`src/hdl/assert_macros.svh`:
```
// assertion helpers shared by the rtl
`ifndef ASSERT_MACROS_SVH
`define ASSERT_MACROS_SVH
`ifndef SYNTHESIS
`define GOP_ASSERT(label, clk, rst_n, prop, msg) \
    label: assert property (@(posedge clk) disable iff (!rst_n) prop) else $error(msg);
`define GOP_ASSERT_NR(label, clk, prop, msg) \
    label: assert property (@(posedge clk) prop) else $error(msg);
`else
`define GOP_ASSERT(label, clk, rst_n, prop, msg)
`define GOP_ASSERT_NR(label, clk, prop, msg)
`endif
`endif

```
`src/hdl/gop_pkg.sv`:
```
package gop_pkg;

    localparam int A_W     = 16;
    localparam int PROD_W  = 32;
    localparam int SUM_W   = 48;
    localparam int IDX_W   = 3;
    localparam int MAX_ROWS = 8;

    typedef struct packed {
        logic signed [A_W-1:0] a_elem0;
        logic signed [A_W-1:0] a_elem1;
        logic signed [A_W-1:0] a_elem2;
        logic signed [A_W-1:0] a_elem3;
        logic signed [A_W-1:0] a_elem4;
        logic signed [A_W-1:0] a_elem5;
        logic signed [A_W-1:0] a_elem6;
        logic signed [A_W-1:0] a_elem7;
        logic signed [A_W-1:0] b_value;
        logic [IDX_W-1:0]      b_column;
        logic                  end_of_product;
    } t_in_req;

    typedef struct packed {
        logic signed [SUM_W-1:0] sum_value;
        logic [IDX_W-1:0]        out_row;
        logic [IDX_W-1:0]        out_column;
        logic                    last_result;
    } t_out_req;

    // per-lane control from the sequencer
    typedef struct packed {
        logic             mul_en;
        logic             acc_en;
        logic             clr_en;
        logic [IDX_W-1:0] col;
    } t_lane_ctl;

    // emit slot handed to the merge stage
    typedef struct packed {
        logic             valid;
        logic [IDX_W-1:0] row;
        logic [IDX_W-1:0] col;
        logic             last;
    } t_emit;

endpackage

```
`src/hdl/gop_merge.sv`:
```
module gop_merge #(
    parameter int TILE_ROWS = 8
) (
    input  logic                             i_clk,
    input  logic                             i_rst_n,
    input  logic signed [gop_pkg::SUM_W-1:0] i_lane_sum [TILE_ROWS],
    input  gop_pkg::t_emit                   i_emit,
    output logic                             o_valid,
    output gop_pkg::t_out_req                o_result
);

    localparam int ROW_W = $clog2(TILE_ROWS);

    logic              r_valid;
    gop_pkg::t_out_req r_out;
    gop_pkg::t_out_req n_out;

    always_comb begin
        n_out.sum_value   = i_lane_sum[i_emit.row[ROW_W-1:0]];
        n_out.out_row     = i_emit.row;
        n_out.out_column  = i_emit.col;
        n_out.last_result = i_emit.last;
    end

    always_ff @(posedge i_clk) begin
        if (!i_rst_n) begin
            r_valid <= 1'b0;
        end else begin
            r_valid <= i_emit.valid;
        end
    end

    always_ff @(posedge i_clk) begin
        if (i_emit.valid) begin
            r_out <= n_out;
        end
    end

    assign o_valid  = r_valid;
    assign o_result = r_out;

endmodule

```
`config.mk`:
```
export PLATFORM = sky130hd
export DESIGN_NAME = gop_merge
export DESIGN_NICKNAME = d
export VERILOG_FILES = /design/src/hdl/assert_macros.svh /design/src/hdl/gop_pkg.sv /design/src/hdl/gop_merge.sv
export SDC_FILE = /design/constraint.sdc
export NUM_CORES = 1
export LEC_CHECK = 0
export ABC_AREA = 1
export BUFFER_PORTS_ARGS = -buffer_cell sky130_fd_sc_hd__clkbuf_2
export CORE_AREA = 2 2 174 176
export DETAILED_ROUTE_END_ITERATION = 12
export DIE_AREA = 0 0 176 178
export SLEW_MARGIN = 10
export SYNTH_ARGS = -nofsm -noshare
export SYNTH_HDL_FRONTEND = slang
export SYNTH_SLANG_ARGS = --single-unit
```
`constraint.sdc`:
```
create_clock -name i_clk -period 1.9 [get_ports i_clk]
set_input_delay 0.19 -clock i_clk [delete_from_list [all_inputs] [get_ports i_clk]]
set_output_delay 0.19 -clock i_clk [all_outputs]
set_load 0.1 [all_outputs]
```
==> flow_summary.yaml <==
run_status:
  outcome: "finished, final reports clean"
sta:
  fin_crit_ps: 1330
  worstMarginPinSlew_ps: 1040
  slew_headroom_pct: 30.4
  setup_viol: 0
  period_share_pct: 70.1
  finalMaxSlewViolations: 0
  fmax_ghz: 0.751
  finalHoldViolCount: 0
  finalSetupTns_ps: 0
  rsz0062_at_grt: "false"
floorplanning:
  num_io_pins: 450
  placementRows: 63
  die_area_sq_um: 31300
  die_w_um: 176
  die_y_um: 178
  core_sq_um: 29400
  initial_core_util_pct: 23.1
yosys:
  yosys_register_bits: 56
  yosysSeqAreaShare_pct: 24.6
  yosysWarnings: 0
  synthCells: 1334
  synth.distinct_cells: 10
  syn-num-nets: 1728
  synth.avg_cell_area_sq_um: 5.09
  synth_area_sq_um: 6790
global_routing:
  grt-ovfl-total: 0
  grt_max_degree: 97
  grt_pass1_vias: 8363
  antenna_found_initial: 0
  grt_util_all_layers_pct: 16.3
  grt_pass1_wl_um: 41000
placed_design:
  io_buffers: 449
  place_congestion: 0.914
  place_inst: 2118
  place_area_sq_um: 9430
  hpwl_um: 20900
worst_setup_path:
  critical_path_class: "register to primary output"
  startpoint_type: "register"
  cp_top_family: "buffers and inverters"
  max_stage_delay_ps: 480
  path_buf_inv: 1
  cp_cell_sequence: "clkbuf_2"
  crit_path_top_delay_cell: "clkbuf_2"
  cp-startpoint: "o_result[53]"
  worst_setup_path_end_kind: "primary output"
  cp.required_ps: 1710
  worst_ep_arrival_time_ps: 1140
  crit_fanout: 1
clock_network:
  cts_hold_buf: 0
  clk_pin_slew_ps: 80
  cts_resized: 0
  numClockSinks: 56
  cts_buffer_depth: 2
  post-cts-setup-buffers: 0
  htree_levels: 2
  cts_tree: "yes"
  cts_root_buffer: "clkbuf_16"
  cts_made_buffers: 5
detailed_routing:
  wl_um: 26600
  wl_per_cell_um: 12.5
  first_pass_iters: 5
  viasPerCell: 4.12
  drc: 0
  drt_iter0_markers: 476
  ant_nets: 0
  num_vias: 8765
cells_and_area:
  fin_area_sq_um: 9600
  layoutNonFillerInstCount: 2126
  num-fill-cells: 3348
  area.growth.synth_to_final_pct: 41.3
  antenna_cells: 0
  nNetsFinal: 2129
  fin_util_pct: 32.6
  drive_gt1_share_pct: 27.5
worst_hold_path:
  holdCritStartpoint: "i_emit[0]"
  hold_path_class: "input port to register"
job:
  maxCapViolCount: 0
power:
  peakVddDrop_uv: 301
  leakage_nw: 6.74
  cellPowerDensity_nw_per_um2: 543
-- area by class of cell --
class | instances | area [sq um] | share of cell area, %
Clock buffer | 6 | 129 | 1.34
Timing Repair Buffer | 467 | 2500 | 26.1
Multi-Input combinational cell | 817 | 3310 | 34.5
Tap cell | 390 | 488 | 5.08
Inverter | 388 | 1460 | 15.2
Sequential cell | 56 | 1670 | 17.4
Clock inverter | 2 | 35.0 | 0.365
-- power by group --
group,internal [mW],switching (mW),total [mW]
logic,0.724,1.81,2.54
clock network,0.624,0.496,1.12
registers,1.51,0.0392,1.55
total,2.86,2.35,5.21
-- layout by cell type (no fill, tap or decap) --
| cell | count |
|---|---|
| edfxtp_1 | 55 |
| clkbuf_2 | 446 |
| inv_1 | 385 |
| clkbuf_16 | 5 |
| buf_12 | 9 |
| inv_6 | 1 |
| bufinv_16 | 1 |
| dfxtp_1 | 1 |
| inv_2 | 1 |
| buf_6 | 1 |
| buf_2 | 1 |
| nand2_1 | 625 |
| buf_4 | 10 |
| clkinv_2 | 2 |
| nand3_1 | 192 |
| clkbuf_1 | 1 |
-- flip-flops by register name, summed over array words and instances (netlist names) --
register,cells
o_result,55
o_valid,1
-- Yosys cell counts (all sizes together) --
cell,number,area [sq um]
buf,62,318
clkbuf,11,41.3
dfxtp,1,20.0
edfxtp,55,1650
inv,388,1460
nand2,625,2350
nand3,192,961
-- path summary, 6_finish.rpt --
| path | endpoint | slack (ps) | cells after the start |
|---|---|---|---|
| worst max-delay path | o_result[53] | 570 | 1 |
| worst min-delay path | o_result[0] | 60 | 1 |
-- routing by layer --
layer	GRT usage [%]	vias up	part of all wire (%)
met5	0	-	0
met4	4.96	0	2.4
met1	20.3	3770	42
met2	28.9	367	48
li1	-	4595	-
met3	2.58	33	7.2
-- kinds of logic (layout without fill, tap and decap cells) --
| group | after synthesis | after routing | synth area share [%] |
|---|---|---|---|
| flops | 56 | 56 | 24.6 |
| buf+inv | 461 | 863 | 26.7 |
| simple gates | 817 | 817 | 48.7 |
-- through the flow --
step / hold WS [ps] / power (mW) / worst slack (ps)
6_report: 61.9 / 5.21 / 569
5_1_grt: 45.3 / 5.54 / 507
4_1_cts: 50.5 / 5.29 / 521
3_5_place_dp: 374 / 4.13 / 381
3_3_place_gp: 375 / 4.14 / 403
2_1_floorplan: 283 / 3.32 / 758
Power figures use the tool's default switching activity.
