==> src/hdl/assert_macros.svh <==
// assertion helpers shared by the rtl
`ifndef ASSERT_MACROS_SVH
`define ASSERT_MACROS_SVH
`ifndef SYNTHESIS
`define GOP_ASSERT(label, clk, rst_n, prop, msg) \
    label: assert property (@(posedge clk) disable iff (!rst_n) prop) else $error(msg);
`define GOP_ASSERT_NR(label, clk, prop, msg) \
    label: assert property (@(posedge clk) prop) else $error(msg);
`else
`define GOP_ASSERT(label, clk, rst_n, prop, msg)
`define GOP_ASSERT_NR(label, clk, prop, msg)
`endif
`endif

==> src/hdl/gop_pkg.sv <==
package gop_pkg;

    localparam int A_W     = 16;
    localparam int PROD_W  = 32;
    localparam int SUM_W   = 48;
    localparam int IDX_W   = 3;
    localparam int MAX_ROWS = 8;

    typedef struct packed {
        logic signed [A_W-1:0] a_elem0;
        logic signed [A_W-1:0] a_elem1;
        logic signed [A_W-1:0] a_elem2;
        logic signed [A_W-1:0] a_elem3;
        logic signed [A_W-1:0] a_elem4;
        logic signed [A_W-1:0] a_elem5;
        logic signed [A_W-1:0] a_elem6;
        logic signed [A_W-1:0] a_elem7;
        logic signed [A_W-1:0] b_value;
        logic [IDX_W-1:0]      b_column;
        logic                  end_of_product;
    } t_in_req;

    typedef struct packed {
        logic signed [SUM_W-1:0] sum_value;
        logic [IDX_W-1:0]        out_row;
        logic [IDX_W-1:0]        out_column;
        logic                    last_result;
    } t_out_req;

    // per-lane control from the sequencer
    typedef struct packed {
        logic             mul_en;
        logic             acc_en;
        logic             clr_en;
        logic [IDX_W-1:0] col;
    } t_lane_ctl;

    // emit slot handed to the merge stage
    typedef struct packed {
        logic             valid;
        logic [IDX_W-1:0] row;
        logic [IDX_W-1:0] col;
        logic             last;
    } t_emit;

endpackage

==> src/hdl/gop_lane.sv <==
module gop_lane #(
    parameter int TILE_COLS = 6
) (
    input  logic                                 i_clk,
    input  logic                                 i_rst_n,
    input  logic signed [gop_pkg::A_W-1:0]       i_a,
    input  logic signed [gop_pkg::A_W-1:0]       i_b,
    input  gop_pkg::t_lane_ctl                   i_ctl,
    output logic signed [gop_pkg::SUM_W-1:0]     o_sum
);

    localparam int COL_W = (TILE_COLS > 1) ? $clog2(TILE_COLS) : 1;
    localparam logic signed [gop_pkg::SUM_W-1:0] SAT_MAX = {1'b0, {(gop_pkg::SUM_W-1){1'b1}}};
    localparam logic signed [gop_pkg::SUM_W-1:0] SAT_MIN = {1'b1, {(gop_pkg::SUM_W-1){1'b0}}};

    logic signed [gop_pkg::PROD_W-1:0] r_prod;
    logic signed [gop_pkg::SUM_W-1:0]  r_acc [TILE_COLS];
    logic [COL_W-1:0]                  w_idx;
    logic signed [gop_pkg::SUM_W:0]    w_wide;
    logic signed [gop_pkg::SUM_W-1:0]  n_acc;

    assign w_idx = i_ctl.col[COL_W-1:0];
    assign o_sum = r_acc[w_idx];

    // saturating accumulate, one guard bit
    always_comb begin
        w_wide = {o_sum[gop_pkg::SUM_W-1], o_sum}
               + (gop_pkg::SUM_W+1)'(r_prod);
        if (w_wide[gop_pkg::SUM_W] != w_wide[gop_pkg::SUM_W-1]) begin
            n_acc = w_wide[gop_pkg::SUM_W] ? SAT_MIN : SAT_MAX;
        end else begin
            n_acc = w_wide[gop_pkg::SUM_W-1:0];
        end
    end

    always_ff @(posedge i_clk) begin
        if (i_ctl.mul_en) begin
            r_prod <= i_a * i_b;
        end
    end

    always_ff @(posedge i_clk) begin
        if (!i_rst_n) begin
            for (int c = 0; c < TILE_COLS; c++) begin
                r_acc[c] <= '0;
            end
        end else if (i_ctl.acc_en) begin
            r_acc[w_idx] <= n_acc;
        end else if (i_ctl.clr_en) begin
            r_acc[w_idx] <= '0;
        end
    end

endmodule

==> config.mk <==
export PLATFORM = sky130hd
export DESIGN_NAME = gop_lane
export DESIGN_NICKNAME = d
export VERILOG_FILES = /design/src/hdl/assert_macros.svh /design/src/hdl/gop_pkg.sv /design/src/hdl/gop_lane.sv
export SDC_FILE = /design/constraint.sdc
export NUM_CORES = 1
export LEC_CHECK = 0
export BUFFER_PORTS_ARGS = -buffer_cell sky130_fd_sc_hd__buf_4
export CORE_MARGIN = 1.5
export CORE_UTILIZATION = 45
export DETAILED_ROUTE_END_ITERATION = 10
export PLACE_DENSITY = 0.62
export SYNTH_ARGS = -nofsm -noshare
export SYNTH_HDL_FRONTEND = slang
export SYNTH_SLANG_ARGS = --single-unit
==> constraint.sdc <==
create_clock -name i_clk -period 10.9 [get_ports i_clk]
set_clock_uncertainty 0.1 [all_clocks]
set_input_delay 2.18 -clock i_clk [delete_from_list [all_inputs] [get_ports i_clk]]
set_output_delay 2.18 -clock i_clk [all_outputs]
set_load 0.01 [all_outputs]
==> flow_summary.toml <==
[route]
wl_per_cell_um = 22.9
viasPerCell = 5.74
vias = 19500
drtIter0Drc = 1532
drc = 0
dr.pass1.iters = 5
drt_wl_total_mm = 77.9
antenna_left = 0

[grt]
grt_first_pass_wirelength_mm = 120
grt_overflow_total = 0
grt_pass1_vias = 20400
antenna_found_initial = 0
grt_max_degree = 63
gr-usage-all-layers_pct = 23.4

[cts]
cts_made_buffers = 42
clk-insertion-delay-late_ns = 0.55
clockBufferDepth = 3
clkSinkCount = 416
clk_pin_slew_ns = 0.06
cts_resized = 0
postCtsSetupRepairBufs = 0
htreeDepth = 2
cts_tree = "done"
cts-root-buf = "clkbuf_16"
holdBufCountCts = 0

[synth]
yosys_register_bits = 416
yosysTopAreaCell = "edfxtp_1"
async_flop_share_pct = 0
synth_seq_area_share_pct = 42.2
syn_area_mm2 = 0.0296
synthCells = 2478
synthesis.nets = 2911
yosys_warnings = 0
synth_top_area_share_pct = 42.2
yosys.cell_types.count = 70
avgSynthCellArea_um2 = 11.9
synth-edff-count = 416
synthFlopType = "edfxtp_1"
synth_area_leaders = "edfxtp_1 42%, fa_1 18%, mux4_2 7.3%"

[setup_path]
cp-startpoint = "i_ctl[0]"
startpoint_type = "input pin"
cp_max_fo = 62
worst-r2r-cell-count = 14
required_ns = 11.17
critPathKind = "in2reg"
crit-reg2reg-launch = "r_acc[2][0]"
critPathCaptureType = "flop"
arrival_ns = 8.44

[pwr]
finalPower_w = 0.0109
p_switching_w = 0.00504
p_comb_share_pct = 65.1
internal_power_w = 0.00590
p_clk_share_pct = 12.7
seqPwrFrac_pct = 22.2
cellPowerDensity_mw_per_mm2 = 338
cellLeakagePower_nw = 13.5
netSwitchingFraction_pct = 46.0
ir_drop_mv = 0.585

[timing]
setup_tns_ns = 0
worstMarginPinSlew_ns = 1.13
setup_viol = 0
final_max_slew_viol_count = 0
maxSlewHeadroom_pct = 24.6
layout_min_cycle_time_ns = 8.17
rsz0062_at_grt = "false"
fmaxAchievable_mhz = 122
fin_crit_sh_pct = 75.0
whs_ns = 0.858
hold_viol = 0

[place]
post-place-cells = 3329
place_hpwl_mm = 54.2
place_congestion = 0.921
io_buffers = 87

[job]
drv_cap = 0

[worst_hold_path]
holdCritPathClass = "reg2reg"
hold_path.startpoint = "r_prod[0]"
hold_path_depth = 3

[layout]
fin_nets = 2951
n_antenna_cell = 0
drive_above_1_share_pct = 13.1
instances_no_fill = 3403
syn_to_final_growth_pct = 9.34

[die]
io_pins = 88
die_x_um = 259
core_area_mm2 = 0.0647
die_area_mm2 = 0.0673
start_util_pct = 45.7
die_y_um = 259
placementRows = 93

[outcome]
status = "complete, no violations"
==> cell type report <==
cell class	instances	area [um2]
Clock buffer	54	1120
Clock inverter	20	171
Fill cell	5776	32400
Inverter	302	1130
Multi-Input combinational cell	1652	15600
Sequential cell	416	12500
Tap cell	855	1070
Timing Repair Buffer	104	785
==> power groups by stage <==
stage                     Clock, W  Combinational [W]  Sequential [W]
final                      0.00139            0.00713         0.00242
after global routing       0.00147            0.00794         0.00243
after CTS                  0.00141            0.00715         0.00243
after detailed placement         0            0.00709         0.00246
after global placement           0            0.00697         0.00245
after floorplan                  0            0.00529         0.00239
==> metrics by stage <==
step | area, um2 | setup slack (ns) | utilization [%]
4_1_cts | 32300 | 2.75 | 50.0
3_3_place_gp | 31100 | 2.30 | 48.0
5_1_grt | 32300 | 2.29 | 50.0
3_5_place_dp | 31100 | 2.20 | 48.0
6_report | 32300 | 2.73 | 50.0
2_1_floorplan | 29600 | 2.98 | -
==> final timing paths <==
kind | to | slack (ns)
setup / recovery | r_acc[7][23] | 2.73
hold / removal | r_acc[3][0] | 0.86
setup reg to reg | r_acc[3][25] | 5.27
hold reg to reg | r_acc[3][0] | 0.86
==> Yosys cell counts, types with 11 or more instances <==
cell,count
a211oi_1,11
a21o_1,28
a21oi_1,87
and2_1,127
and3_1,11
buf_1,11
buf_2,25
clkbuf_1,72
edfxtp_1,416
fa_1,263
ha_1,130
inv_1,302
mux2_2,48
mux4_2,96
nand2_1,193
nand3_1,14
nand4_1,13
nor2_1,293
nor2b_1,17
nor3_1,12
o211ai_1,11
o21a_1,14
o21ai_0,92
o21ai_1,21
xnor2_1,48
xor2_1,25
==> critical path, stage by stage <==
cell and delay, ns:
buf_6 0.60, buf_4 0.77, mux4_2 0.59, mux2_2 0.33, ha_1 0.43, a21o_1 0.20
a21o_1 0.17, a21oi_1 0.33, o21ai_0 0.17, a221oi_1 0.45, a21boi_1 0.27, o21ai_2 0.44
nand3_2 0.59, buf_4 0.51, o21ai_1 0.28
==> layout by cell type, fill, tap and decap left out, drive strengths merged, types with 96 or more instances in the layout <==
cell	instances
buf	104
and2	127
mux4	96
fa	263
inv	303
o21ai	114
ha	130
edfxtp	416
nor2	293
nand2	193
==> routing by layer <==
layer | up-vias | wire length, um | global-route usage (%)
met5 | - | 0 | 0
met3 | 125 | 4570 | 2.49
met4 | 0 | 2160 | 6.54
met2 | 677 | 38400 | 39.3
met1 | 10100 | 32800 | 32.4
li1 | 8589 | - | -
==> cells by family after synthesis <==
logic type | count (synthesis) | synth area share [%]
and+or+nand+nor | 720 | 11.2
adders and majority gates | 397 | 23.4
muxes | 145 | 9.17
xor gates and xnor gates | 73 | 2.16
buffers and inverters | 410 | 5.31
AOI/OAI and AO/OA | 317 | 6.52
DFF | 416 | 42.2
==> state kept, by name (all words and copies together), names as in the netlist <==
signal	cells
r_acc	384
r_prod	32
Note: power is estimated with default switching activity, not from simulation.
